===== config.mk =====
export PLATFORM = sky130hd
export DESIGN_NAME = orrb_front
export DESIGN_NICKNAME = d
export VERILOG_FILES = /design/src/hdl/orrb_pkg.sv /design/src/hdl/orrb_front.sv
export SDC_FILE = /design/constraint.sdc
export NUM_CORES = 1
export LEC_CHECK = 0
export BUFFER_PORTS_ARGS = -buffer_cell sky130_fd_sc_hd__buf_2
export CAP_MARGIN = 0
export CORE_UTILIZATION = 55
export CTS_CLUSTER_SIZE = 16
export DETAILED_ROUTE_END_ITERATION = 8
export PLACE_DENSITY = 0.83
export SETUP_SLACK_MARGIN = 0.05
export SLEW_MARGIN = 0
export SYNTH_ARGS = -nofsm -noshare
export SYNTH_HDL_FRONTEND = slang
export SYNTH_SLANG_ARGS = --single-unit

===== constraint.sdc =====
create_clock -name clk_i -period 4.75 [get_ports clk_i]
set_clock_uncertainty 0.15 [all_clocks]
set_input_delay 0.475 -clock clk_i [delete_from_list [all_inputs] [get_ports clk_i]]
set_output_delay 0.475 -clock clk_i [all_outputs]
set_load 0.1 [all_outputs]

===== src/hdl/orrb_pkg.sv =====
// Shared types and constants for the overwriting record ring buffer.
// Used by the front end, back end and top level; depends on nothing.
`timescale 1ns / 1ps

package orrb_pkg;

  // Field widths of the external items.
  localparam int unsigned PosW   = 12;
  localparam int unsigned CountW = 9;
  localparam int unsigned FreeW  = 13;
  localparam int unsigned LenW   = 16;

  // Operation codes.
  localparam logic OpPush  = 1'b0;
  localparam logic OpClear = 1'b1;

  // One input item.
  typedef struct packed {
    logic            operation;
    logic            first_byte;
    logic [LenW-1:0] record_length;
    logic [7:0]      data_byte;
  } in_item_t;

  // One result item.
  typedef struct packed {
    logic [PosW-1:0]   record_start;
    logic [PosW-1:0]   oldest_start;
    logic [CountW-1:0] records_held;
    logic [FreeW-1:0]  free_bytes;
    logic [CountW-1:0] evicted_now;
    logic              byte_dropped;
  } out_item_t;

  // Classification made by the front end.
  typedef enum logic [1:0] {
    KindClear,
    KindStart,
    KindByte,
    KindZero
  } kind_e;

  // Command passed through the queue to the back end.
  typedef struct packed {
    kind_e           kind;
    logic [LenW-1:0] wlen;
    logic [7:0]      data;
  } cmd_t;

  // Back end sequencer states.
  typedef enum logic [3:0] {
    StClear,
    StIdle,
    StEvChk,
    StHdrRd,
    StEvUpd,
    StZFill,
    StHdrWr,
    StData,
    StResult
  } back_state_e;

endpackage


===== src/hdl/orrb_front.sv =====
// Front end: classifies input items and queues them for the back end.
// Depends on orrb_pkg.
`timescale 1ns / 1ps

module orrb_front #(
  parameter int unsigned CAPACITY_BYTES = 4096,
  parameter int unsigned HEADER_BYTES   = 8
) (
  input  logic              clk_i,
  input  logic              rst_ni,
  input  logic              in_valid_i,
  output logic              in_stall_o,
  input  orrb_pkg::in_item_t in_item_i,
  output logic              cmd_valid_o,
  input  logic              cmd_ready_i,
  output orrb_pkg::cmd_t    cmd_o
);

  localparam int unsigned MaxLen = CAPACITY_BYTES - HEADER_BYTES;

  orrb_pkg::cmd_t cmd_in;
  orrb_pkg::cmd_t fifo_q [2];
  logic           wp_q, rp_q;
  logic [1:0]     cnt_q;
  logic           push, pop;

  // Classify the incoming item and truncate its length.
  always_comb begin
    cmd_in.data = in_item_i.data_byte;
    if (32'(in_item_i.record_length) > MaxLen) begin
      cmd_in.wlen = orrb_pkg::LenW'(MaxLen);
    end else begin
      cmd_in.wlen = in_item_i.record_length;
    end
    if (in_item_i.operation == orrb_pkg::OpClear) begin
      cmd_in.kind = orrb_pkg::KindClear;
    end else if (in_item_i.first_byte) begin
      cmd_in.kind = (in_item_i.record_length == '0) ? orrb_pkg::KindZero
                                                    : orrb_pkg::KindStart;
    end else begin
      cmd_in.kind = orrb_pkg::KindByte;
    end
  end

  assign in_stall_o  = (cnt_q == 2'd2);
  assign push        = in_valid_i && !in_stall_o;
  assign cmd_valid_o = (cnt_q != 2'd0);
  assign pop         = cmd_valid_o && cmd_ready_i;
  assign cmd_o       = fifo_q[rp_q];

  // Two-entry queue pointers.
  always_ff @(posedge clk_i or negedge rst_ni) begin
    if (!rst_ni) begin
      wp_q  <= 1'b0;
      rp_q  <= 1'b0;
      cnt_q <= 2'd0;
    end else begin
      if (push) begin
        wp_q <= ~wp_q;
      end
      if (pop) begin
        rp_q <= ~rp_q;
      end
      cnt_q <= cnt_q + 2'(push) - 2'(pop);
    end
  end

  // Queue storage.
  always_ff @(posedge clk_i) begin
    if (push) begin
      fifo_q[wp_q] <= cmd_in;
    end
  end

endmodule


==> impl_metrics.py, run 1 <==
metrics = {
    "timing": {
        "setup_ws_ns": 2.00,
        "fin_crit_sh": 0.580,
        "slew_headroom": 0.269,
        "setup-tns-final_ns": 0,
        "worst_pin_slew_ns": 1.10,
        "finalSetupViolCount": 0,
        "fmax_mhz": 363,
        "rsz0062_at_grt": "false",
        "final_max_slew_viol_count": 0,
        "hold_viol": 0,
        "fin_crit_ns": 2.75,
    },
    "worst_setup_path": {
        "reg2reg_from": "cnt_q[1]$_DFF_PN0_",
        "worstPathArrival_ns": 2.13,
        "cp_cell_sequence": "mux2_2 -> buf_2",
        "crit_type": "reg -> out",
        "required_ns": 4.12,
        "cp_slowest_cell": "dfrtp_1",
        "critPathLaunch": "rp_q$_DFFE_PN0P_",
        "max_stage_delay_ns": 1.07,
        "worst-path-buf-inv": 1,
        "cp_top_family": "flip-flops",
        "critPathMaxFanout": 27,
        "worstSetupEndpointType": "primary output",
        "rr_worst_depth": 7,
        "r2r_setup_slack_ns": 2.78,
        "rr_endpoint": "cnt_q[1]$_DFF_PN0_",
        "start_kind": "flip-flop",
        "crit_cells": 2,
    },
    "synthesis": {
        "synth_top_area_frac": 0.698,
        "synth-xor-area-share": 0.0157,
        "synthAdderAreaFrac": 0.0112,
        "synth-seq-area-share": 0.742,
        "syn_avg_cell_area_um2": 17.8,
        "synth-compound-area-share": 0.00615,
        "synth_cell_types": 23,
        "synth-simple-area-share": 0.0771,
        "ys_warn_count": 0,
        "ys_ff_latch": 56,
        "syn_area_um2": 2240,
        "muxShareOfSynthArea": 0.131,
        "yosysTopAreaCell": "edfxtp_1",
        "synth_top_family_by_area": "multiplexers",
        "syn_inst": 126,
        "synthTopCellsByArea": "edfxtp_1 (70%), mux2_2 (13%), dfrtp_1 (4.5%)",
    },
    "layout": {
        "final_cell_mix": "buf_2 (57), edfxtp_1 (52), mux2_2 (26), conb_1 (8)",
        "n_antenna_cell": 0,
        "fin_nets": 229,
        "drive_above_1_share": 0.470,
        "area_delta_synth_final_pct": 20.7,
        "final_common_cell": "buf_2",
        "nFillCells": 261,
    },
    "global_route": {
        "overflow": 0,
        "grt_max_degree": 28,
        "grt_pass1_wl_mm": 5.60,
        "grt_usage": 0.184,
        "grt_pass1_vias": 1283,
        "antenna_found_initial": 0,
    },
    "detailed_routing": {
        "vias": 1251,
        "drt-total-wl_mm": 3.47,
        "first_pass_iters": 4,
        "ant_nets": 0,
        "vias_per_cell": 5.09,
        "drt-met1-wl_mm": 1.36,
        "wl_met3_um": 211,
        "routedWlPerCell_um": 14.1,
        "met2_length_mm": 1.83,
        "dr.max_layer_used": "met4",
        "drc": 0,
        "drt_iter0_drc": 39,
    },
    "clocking": {
        "worstSkewPairLatency_ns": 0.29,
        "cts_tree": "built",
        "numClockSinks": 56,
        "cts_buffer_depth": 2,
        "cts-resized-gates": 0,
        "root_buffer": "clkbuf_8",
        "htreeDepth": 2,
        "clk_pin_slew_ns": 0.09,
        "cts_buffers": 5,
    },
    "placed_design": {
        "numPortBuffers": 57,
        "dpl.hpwl_mm": 2.52,
        "place_congestion": 0.788,
        "pre_cts_ws_ns": 2.30,
    },
    "hold_path": {
        "min_from": "in_item_i[6]",
        "min_path_type": "in -> reg",
        "min_to": "fifo_q[0][6]$_DFFE_PP_",
        "worstHoldPathCells": 1,
    },
    "floorplan": {
        "ios": 58,
        "die_w_um": 65.8,
        "num_rows": 22,
        "die_area_um2": 4330,
        "die_h_um": 65.8,
        "core_um2": 3770,
        "start_util": 0.594,
    },
    "run": {
        "maxCapViolations": 0,
    },
    "run_status": {
        "status": "finished, final reports clean",
    },
}
==> cell families (layout without fill, tap and decap cells) <==
kind of cell / Yosys count / count (layout)
AOI/OAI and AO/OA: 2 / 2
xor gates and xnor gates: 4 / 4
adders and majority gates: 2 / 2
buffers and inverters: 8 / 73
DFF: 56 / 56
muxes: 26 / 26
other: 1 / 8
and+or+nand+nor: 27 / 27
==> worst register-to-register path, cell delays in order, from the launching register on <==
cell and delay (ns):
dfrtp_1 0.42, or2_2 0.31, and2_1 0.19, ha_1 0.28, inv_1 0.04, ha_1 0.19, xnor2_1 0.17, xnor2_1 0.15
==> sequential cells by signal (all words and copies together) (netlist names) <==
name	cells
cnt_q	2
fifo_q	52
wp_q	1
rp_q	1
==> per-stage QoR <==
step	std cells	utilization	hold WS (ns)	instance area, um^2
floorplan	133	-	0.0294	2260
global placement	237	0.693	0.130	2610
detailed placement	237	0.693	0.136	2610
CTS	246	0.717	0.204	2700
global route	246	0.717	0.199	2700
finish	246	0.717	0.214	2700
==> Yosys cell counts <==
library cell,count
and3_1,1
nand2_1,2
buf_2,3
inv_1,5
nor4_1,3
nand4_1,1
nand3_1,2
xnor2_1,3
conb_1,1
ha_1,2
or2b_1,5
edfxtp_1,52
nor2_1,4
nor2b_1,1
and2_1,1
or2_2,1
mux2_2,26
o31ai_1,1
nand2b_1,5
nor4_4,1
dfrtp_1,4
xor2_1,1
o22ai_1,1
==> timing repair <==
item | in CTS | in global routing
hold endpoints to repair | 4 | 0
buffers inserted | 0 | 0
hold buffers | 1 | 0
==> per-layer routing <==
metal	up-vias	GRT usage
met5	-	0
li1	604	-
met3	7	0.0414
met4	0	0.114
met2	45	0.327
met1	595	0.196
==> how the worst max path moves through the flow <==
stage / endpoint
global route: cmd_o[8]
finish: cmd_o[8]
detailed placement: cmd_o[14]
CTS: cmd_o[14]
floorplan: fifo_q[0][0]$_DFFE_PP_
global placement: cmd_o[18]
==> area by class of cell <==
class,instances,area (um^2),area share
inverter,5,18.8,0.00694
sequential,56,1660,0.615
clock inverter,1,3.75,0.00139
clock buffer,7,76.3,0.0282
tap,48,60.1,0.0222
timing repair buffer,60,310,0.115
multi-input combinational,69,572,0.212
Power of run 1 is not shown: default switching activity piles up to over one toggle a cycle in this logic, so the estimate is an artifact.
==> run 2: changes to the inputs <==
--- a/config.mk
+++ b/config.mk
@@ -7,10 +7,10 @@
 export LEC_CHECK = 0
 export BUFFER_PORTS_ARGS = -buffer_cell sky130_fd_sc_hd__buf_2
 export CAP_MARGIN = 0
-export CORE_UTILIZATION = 55
+export CORE_UTILIZATION = 52
 export CTS_CLUSTER_SIZE = 16
 export DETAILED_ROUTE_END_ITERATION = 8
-export PLACE_DENSITY = 0.83
+export PLACE_DENSITY = 0.79
 export SETUP_SLACK_MARGIN = 0.05
 export SLEW_MARGIN = 0
 export SYNTH_ARGS = -nofsm -noshare
==> constraint.sdc (replaced) <==
create_clock -name clk_i -period 2.8 [get_ports clk_i]
set_clock_uncertainty 0.15 [all_clocks]
set_input_delay 0.28 -clock clk_i [delete_from_list [all_inputs] [get_ports clk_i]]
set_output_delay 0.28 -clock clk_i [all_outputs]
set_load 0.1 [all_outputs]
==> run 2 against run 1 <==
Against the previous run:
- register-to-register slack worse by 1.9 ns
- non-clock buffer count rose by 1
- die area grew 5.6%
- cell count increased by 1.2%
- critical path depth increased by 1
- design area is 0.74% higher
- sequential cell count unchanged
- worst hold slack got worse by 0.20 ns
- clock-buffer cell count is 1 higher
- critical endpoint is now cmd_o[18]
- largest cell class unchanged
==> impl_metrics.py, run 2 (same netlist as run 1, synthesis figures left out) <==
metrics = {
    "run_status": {
        "status": "finished, final reports clean",
    },
    "layout": {
        "largest_register": "fifo_q",
        "reg_top3": "fifo_q (52), cnt_q (2)",
        "fin_nets": 230,
        "drive_above_1_share": 0.477,
        "final_cell_mix": "buf_2 (57), edfxtp_1 (52), mux2_2 (26), conb_1 (8), clkbuf_8 (6)",
        "largest_reg_flops": 52,
        "design_area_um2": 2720,
        "nFillCells": 294,
        "n_antenna_cell": 0,
        "fin_util": 0.671,
        "multi_input_comb_area_um2": 572,
        "ff_latch_area_um2": 1660,
        "area_delta_synth_final_pct": 21.6,
        "final_common_cell": "buf_2",
    },
    "detailed_routing": {
        "ant_nets": 0,
        "vias": 1276,
        "drt_iter0_drc": 67,
        "dr.max_layer_used": "met4",
        "routedWlPerCell_um": 14.9,
        "drt-total-wl_mm": 3.70,
        "wl_met3_um": 227,
        "first_pass_iters": 4,
        "drt-met1-wl_mm": 1.50,
        "met2_length_mm": 1.91,
        "vias_per_cell": 5.12,
        "drc": 0,
    },
    "worst_setup_path": {
        "reg2reg_from": "cnt_q[1]$_DFF_PN0_",
        "crit_type": "reg -> out",
        "worstSetupEndpointType": "primary output",
        "rr_endpoint": "cnt_q[1]$_DFF_PN0_",
        "worstPathArrival_ns": 1.83,
        "rr_worst_depth": 7,
        "start_kind": "flip-flop",
        "r2r_setup_slack_ns": 0.83,
        "critPathMaxFanout": 21,
        "required_ns": 2.37,
    },
    "hold_path": {
        "worstHoldPathCells": 1,
        "min_from": "in_item_i[4]",
        "min_path_type": "in -> reg",
        "min_to": "fifo_q[0][4]$_DFFE_PP_",
    },
    "global_route": {
        "grt_pass1_wl_mm": 5.80,
        "overflow": 0,
        "grt_usage": 0.183,
        "grt_max_degree": 27,
        "antenna_found_initial": 0,
        "grt_pass1_vias": 1298,
    },
    "floorplan": {
        "start_util": 0.552,
        "die_area_um2": 4570,
        "num_rows": 23,
        "ios": 58,
        "die_w_um": 67.6,
        "core_um2": 4060,
        "die_h_um": 67.6,
    },
    "placed_design": {
        "place_congestion": 0.746,
        "dpl.hpwl_mm": 2.61,
        "numPortBuffers": 57,
        "place_area_um2": 2620,
    },
    "clocking": {
        "worstSkewPairLatency_ns": 0.30,
        "cts_tree": "built",
        "cts_buffers": 5,
        "htreeDepth": 2,
        "clk_pin_slew_ns": 0.09,
        "cts_buffer_depth": 2,
        "cts-resized-gates": 0,
        "root_buffer": "clkbuf_8",
        "numClockSinks": 56,
    },
    "run": {
        "maxCapViolations": 0,
    },
    "timing": {
        "finalSetupViolCount": 0,
        "fin_crit_sh": 0.807,
        "timing.hold.ws_ns": 0.0134,
        "setup-tns-final_ns": 0,
        "fin_crit_ns": 2.26,
        "rsz0062_at_grt": "false",
        "fmax_mhz": 443,
        "hold_viol": 0,
        "final_max_slew_viol_count": 0,
    },
}
## run 2: cell count changes in the layout (fill, tap and decap cells not counted), sizes merged
cell    previous run  this run
clkbuf             7         8
clkinv             1         0
buf               59        60
## run 2: critical path, stage by stage (launching register included)
cell	delay [ns]
dfrtp_1	0.50
buf_4	0.35
mux2_2	0.38
buf_2	0.29
## run 2: cell type report
cell class                 count  share of cell area
clock buffer                   8              0.0331
inverter                       5             0.00689
multi-input combinational     69               0.210
sequential                    56               0.610
tap                           50              0.0230
timing repair buffer          61               0.117
## run 2: through the flow
stage / setup WS, ns / std cells
floorplan: 0.545 / 133
global placement: 0.881 / 240
detailed placement: 0.857 / 240
CTS: 0.509 / 249
global route: 0.441 / 249
finish: 0.541 / 249
## run 2: worst max-delay path by stage
stage / depth (start not counted) / start / slack [ns] / end
floorplan: 3 / cnt_q[1]$_DFF_PN0_ / 0.55 / fifo_q[0][0]$_DFFE_PP_
global placement: 3 / rp_q$_DFFE_PN0P_ / 0.88 / cmd_o[18]
detailed placement: 3 / rp_q$_DFFE_PN0P_ / 0.86 / cmd_o[18]
CTS: 3 / rp_q$_DFFE_PN0P_ / 0.51 / cmd_o[18]
global route: 3 / rp_q$_DFFE_PN0P_ / 0.44 / cmd_o[21]
finish: 3 / rp_q$_DFFE_PN0P_ / 0.54 / cmd_o[18]
## run 2: layer usage
metal	track usage	vias up
met5	0	-
met4	0.0745	0
met3	0.0591	7
met2	0.312	42
met1	0.210	623
li1	-	604
## run 2: repair_timing
| item | CTS | global route |
|---|---|---|
| endpoints found under the hold margin | 4 | 0 |
| hold buffers | 1 | 0 |
| setup buffers | 0 | 0 |
Power of run 2 is left out for the same reason.
==> run 3: changes to the inputs <==
--- a/config.mk
+++ b/config.mk
@@ -5,12 +5,13 @@
 export SDC_FILE = /design/constraint.sdc
 export NUM_CORES = 1
 export LEC_CHECK = 0
+export ABC_AREA = 1
 export BUFFER_PORTS_ARGS = -buffer_cell sky130_fd_sc_hd__buf_2
 export CAP_MARGIN = 0
-export CORE_UTILIZATION = 52
+export CORE_UTILIZATION = 47
 export CTS_CLUSTER_SIZE = 16
 export DETAILED_ROUTE_END_ITERATION = 8
-export PLACE_DENSITY = 0.79
+export PLACE_DENSITY = 0.74
 export SETUP_SLACK_MARGIN = 0.05
 export SLEW_MARGIN = 0
 export SYNTH_ARGS = -nofsm -noshare
==> constraint.sdc (replaced) <==
create_clock -name clk_i -period 2 [get_ports clk_i]
set_clock_uncertainty 0.15 [all_clocks]
set_input_delay 0.2 -clock clk_i [delete_from_list [all_inputs] [get_ports clk_i]]
set_output_delay 0.2 -clock clk_i [all_outputs]
set_load 0.1 [all_outputs]
==> run 3 against run 2 <==
Against the previous run:
- synthesized cell count up 59%
- worst hold slack improved by 0.0059 ns
- routed wire length rose by 11%
- design area rose by 22%
- critical path type is now reg -> reg
- sequential cell count is the same
==> impl_metrics.py, run 3 <==
metrics = {
    "run_status": {
        "status": "finished, final reports clean",
    },
    "floorplan": {
        "ios": 58,
        "die_w_um": 72.9,
        "die_h_um": 72.9,
        "core_um2": 4790,
        "num_rows": 25,
        "die_area_um2": 5310,
        "start_util": 0.493,
    },
    "worst_setup_path": {
        "crit_type": "reg -> reg",
        "cp_cell_sequence": "or2_4 -> nand2_4 -> inv_1 -> ha_1 -> inv_1 -> ha_1 -> xnor2_2 -> xor2_1",
        "rr_endpoint": "cnt_q[1]$_DFF_PN0_",
        "reg2reg_from": "cnt_q[0]$_DFF_PN0_",
        "required_ns": 2.04,
        "cp_top_family": "adder cells",
        "cp_slowest_cell": "dfrtp_1",
        "max_stage_delay_ns": 0.44,
        "crit_cells": 8,
        "r2r_setup_slack_ns": 0.14,
        "critPathMaxFanout": 4,
        "rr_worst_depth": 8,
        "start_kind": "flip-flop",
        "worst-path-buf-inv": 2,
        "worstPathArrival_ns": 1.90,
        "worstSetupEndpointType": "flip-flop",
    },
    "layout": {
        "reg_top3": "fifo_q (52), cnt_q (2)",
        "largest_reg_flops": 52,
        "design_area_um2": 3320,
        "nFillCells": 333,
        "final_common_cell": "nand2_1",
        "largest_register": "fifo_q",
        "final_cell_mix": "nand2_1 (87), edfxtp_1 (52), buf_2 (31), buf_12 (26), nor2_1 (14)",
        "fin_util": 0.693,
        "fin_nets": 311,
        "n_antenna_cell": 0,
        "area_delta_synth_final_pct": 40.6,
        "drive_above_1_share": 0.289,
    },
    "synthesis": {
        "syn_avg_cell_area_um2": 11.8,
        "synth-async-reset-ratio": 0.0714,
        "synth_common_cells": "nand2_1 (87), edfxtp_1 (52), nor2_1 (16), inv_1 (8), nand3b_1 (8)",
        "synthFlopType": "edfxtp_1",
        "syn_area_um2": 2360,
        "ys_ff_latch": 56,
        "ys_warn_count": 0,
        "synth-seq-area-share": 0.704,
        "synthTopCellsByArea": "edfxtp_1 (66%), nand2_1 (14%), dfrtp_1 (4.2%)",
        "synth_top_area_frac": 0.662,
        "synth_edf_count": 52,
        "yosys.cell_count.top_type": "nand2_1",
        "yosysTopAreaCell": "edfxtp_1",
        "synth_cell_types": 24,
        "syn_inst": 200,
    },
    "detailed_routing": {
        "ant_nets": 0,
        "routedWlPerCell_um": 11.8,
        "drt-total-wl_mm": 4.10,
        "first_pass_iters": 4,
        "drt_iter0_drc": 71,
        "vias": 1562,
        "vias_per_cell": 4.50,
        "drc": 0,
    },
    "clocking": {
        "root_buffer": "clkbuf_8",
        "cts_buffers": 5,
        "worstSkewPairLatency_ns": 0.30,
        "postCtsSetupRepairBufs": 0,
        "numClockSinks": 56,
        "clk_pin_slew_ns": 0.09,
        "htreeDepth": 2,
        "cts_tree": "built",
        "cts_buffer_depth": 2,
    },
    "global_route": {
        "grt_pass1_vias": 1420,
        "grt_max_degree": 28,
        "overflow": 0,
        "antenna_found_initial": 0,
        "grt_pass1_wl_mm": 6.51,
        "grt_usage": 0.170,
    },
    "run": {
        "maxCapViolations": 0,
    },
    "placed_design": {
        "place_area_um2": 3140,
        "dpl.hpwl_mm": 2.78,
        "numPortBuffers": 57,
        "place_congestion": 0.705,
    },
    "timing": {
        "hold_viol": 0,
        "timing.hold.ws_ns": 0.0193,
        "finalSetupViolCount": 0,
        "final_max_slew_viol_count": 0,
        "fmax_mhz": 539,
        "fin_crit_sh": 0.928,
        "rsz0062_at_grt": "false",
        "fin_crit_ns": 1.86,
    },
    "hold_path": {
        "worstHoldPathCells": 3,
        "min_path_type": "in -> reg",
        "min_from": "cmd_ready_i",
        "min_to": "rp_q$_DFFE_PN0P_",
    },
}
## run 3: changes by cell type after synthesis, sizes merged, moves of 4 or more
cell,change
inv,+5
mux2,-26
nand2,+87
nand2b,-5
nand3b,+8
nor2,+15
nor4,-4
or2b,-5
## run 3: kinds of logic after synthesis
kind of cell             synth area share
AO/OA/AOI/OAI                     0.00901
XOR/XNOR                           0.0180
adder cells (fa/ha/maj)            0.0106
buffers and inverters              0.0339
flip-flops                          0.704
other                             0.00159
AND/OR/NAND/NOR                     0.223
## run 3: layer usage
| metal | vias up | GRT usage | wire length [um] |
|---|---|---|---|
| li1 | 806 | - | - |
| met1 | 702 | 0.204 | 1670 |
| met2 | 45 | 0.291 | 2170 |
| met3 | 9 | 0.0511 | 182 |
| met4 | 0 | 0.0654 | 76 |
| met5 | - | 0 | 0 |
## run 3: per-stage QoR
step,TNS (ns),setup WS [ns],cells
floorplan,-12.31,-0.236,207
global placement,0,0.225,330
detailed placement,0,0.166,330
CTS,0,0.147,347
global route,0,0.0669,347
finish,0,0.143,347
## run 3: worst max path at each step
stage / from / to / slack [ns]
after floorplan: cnt_q[1]$_DFF_PN0_ / fifo_q[1][0]$_DFFE_PP_ / -0.24
after global placement: cnt_q[0]$_DFF_PN0_ / cnt_q[1]$_DFF_PN0_ / 0.22
after detailed placement: cnt_q[0]$_DFF_PN0_ / cnt_q[1]$_DFF_PN0_ / 0.17
after CTS: cnt_q[0]$_DFF_PN0_ / cnt_q[1]$_DFF_PN0_ / 0.15
after global routing: cnt_q[0]$_DFF_PN0_ / cnt_q[1]$_DFF_PN0_ / 0.07
final: cnt_q[0]$_DFF_PN0_ / cnt_q[1]$_DFF_PN0_ / 0.14
## run 3: area by class of cell
type                       instances  area, um^2  area share
inverter                          10        40.0      0.0121
tap                               67        83.8      0.0253
sequential                        56        1660       0.501
timing repair buffer              70         796       0.240
multi-input combinational        136         657       0.198
clock buffer                       7        76.3      0.0230
clock inverter                     1        3.75     0.00113
## run 3: what timing repair did
item | in CTS | in global routing
hold endpoints to repair | 20 | 0
resized for setup | 0 | 1
endpoints found under the setup margin | 0 | 1
hold buffers | 9 | 0
## run 3: worst register-to-register path, cell delays in order, from the launching register on
cell and delay (ns):
dfrtp_1 0.44, or2_4 0.27, nand2_4 0.07, inv_1 0.04, ha_1 0.26, inv_1 0.04
ha_1 0.20, xnor2_2 0.14, xor2_1 0.14
Power of run 3 is left out for the same reason.
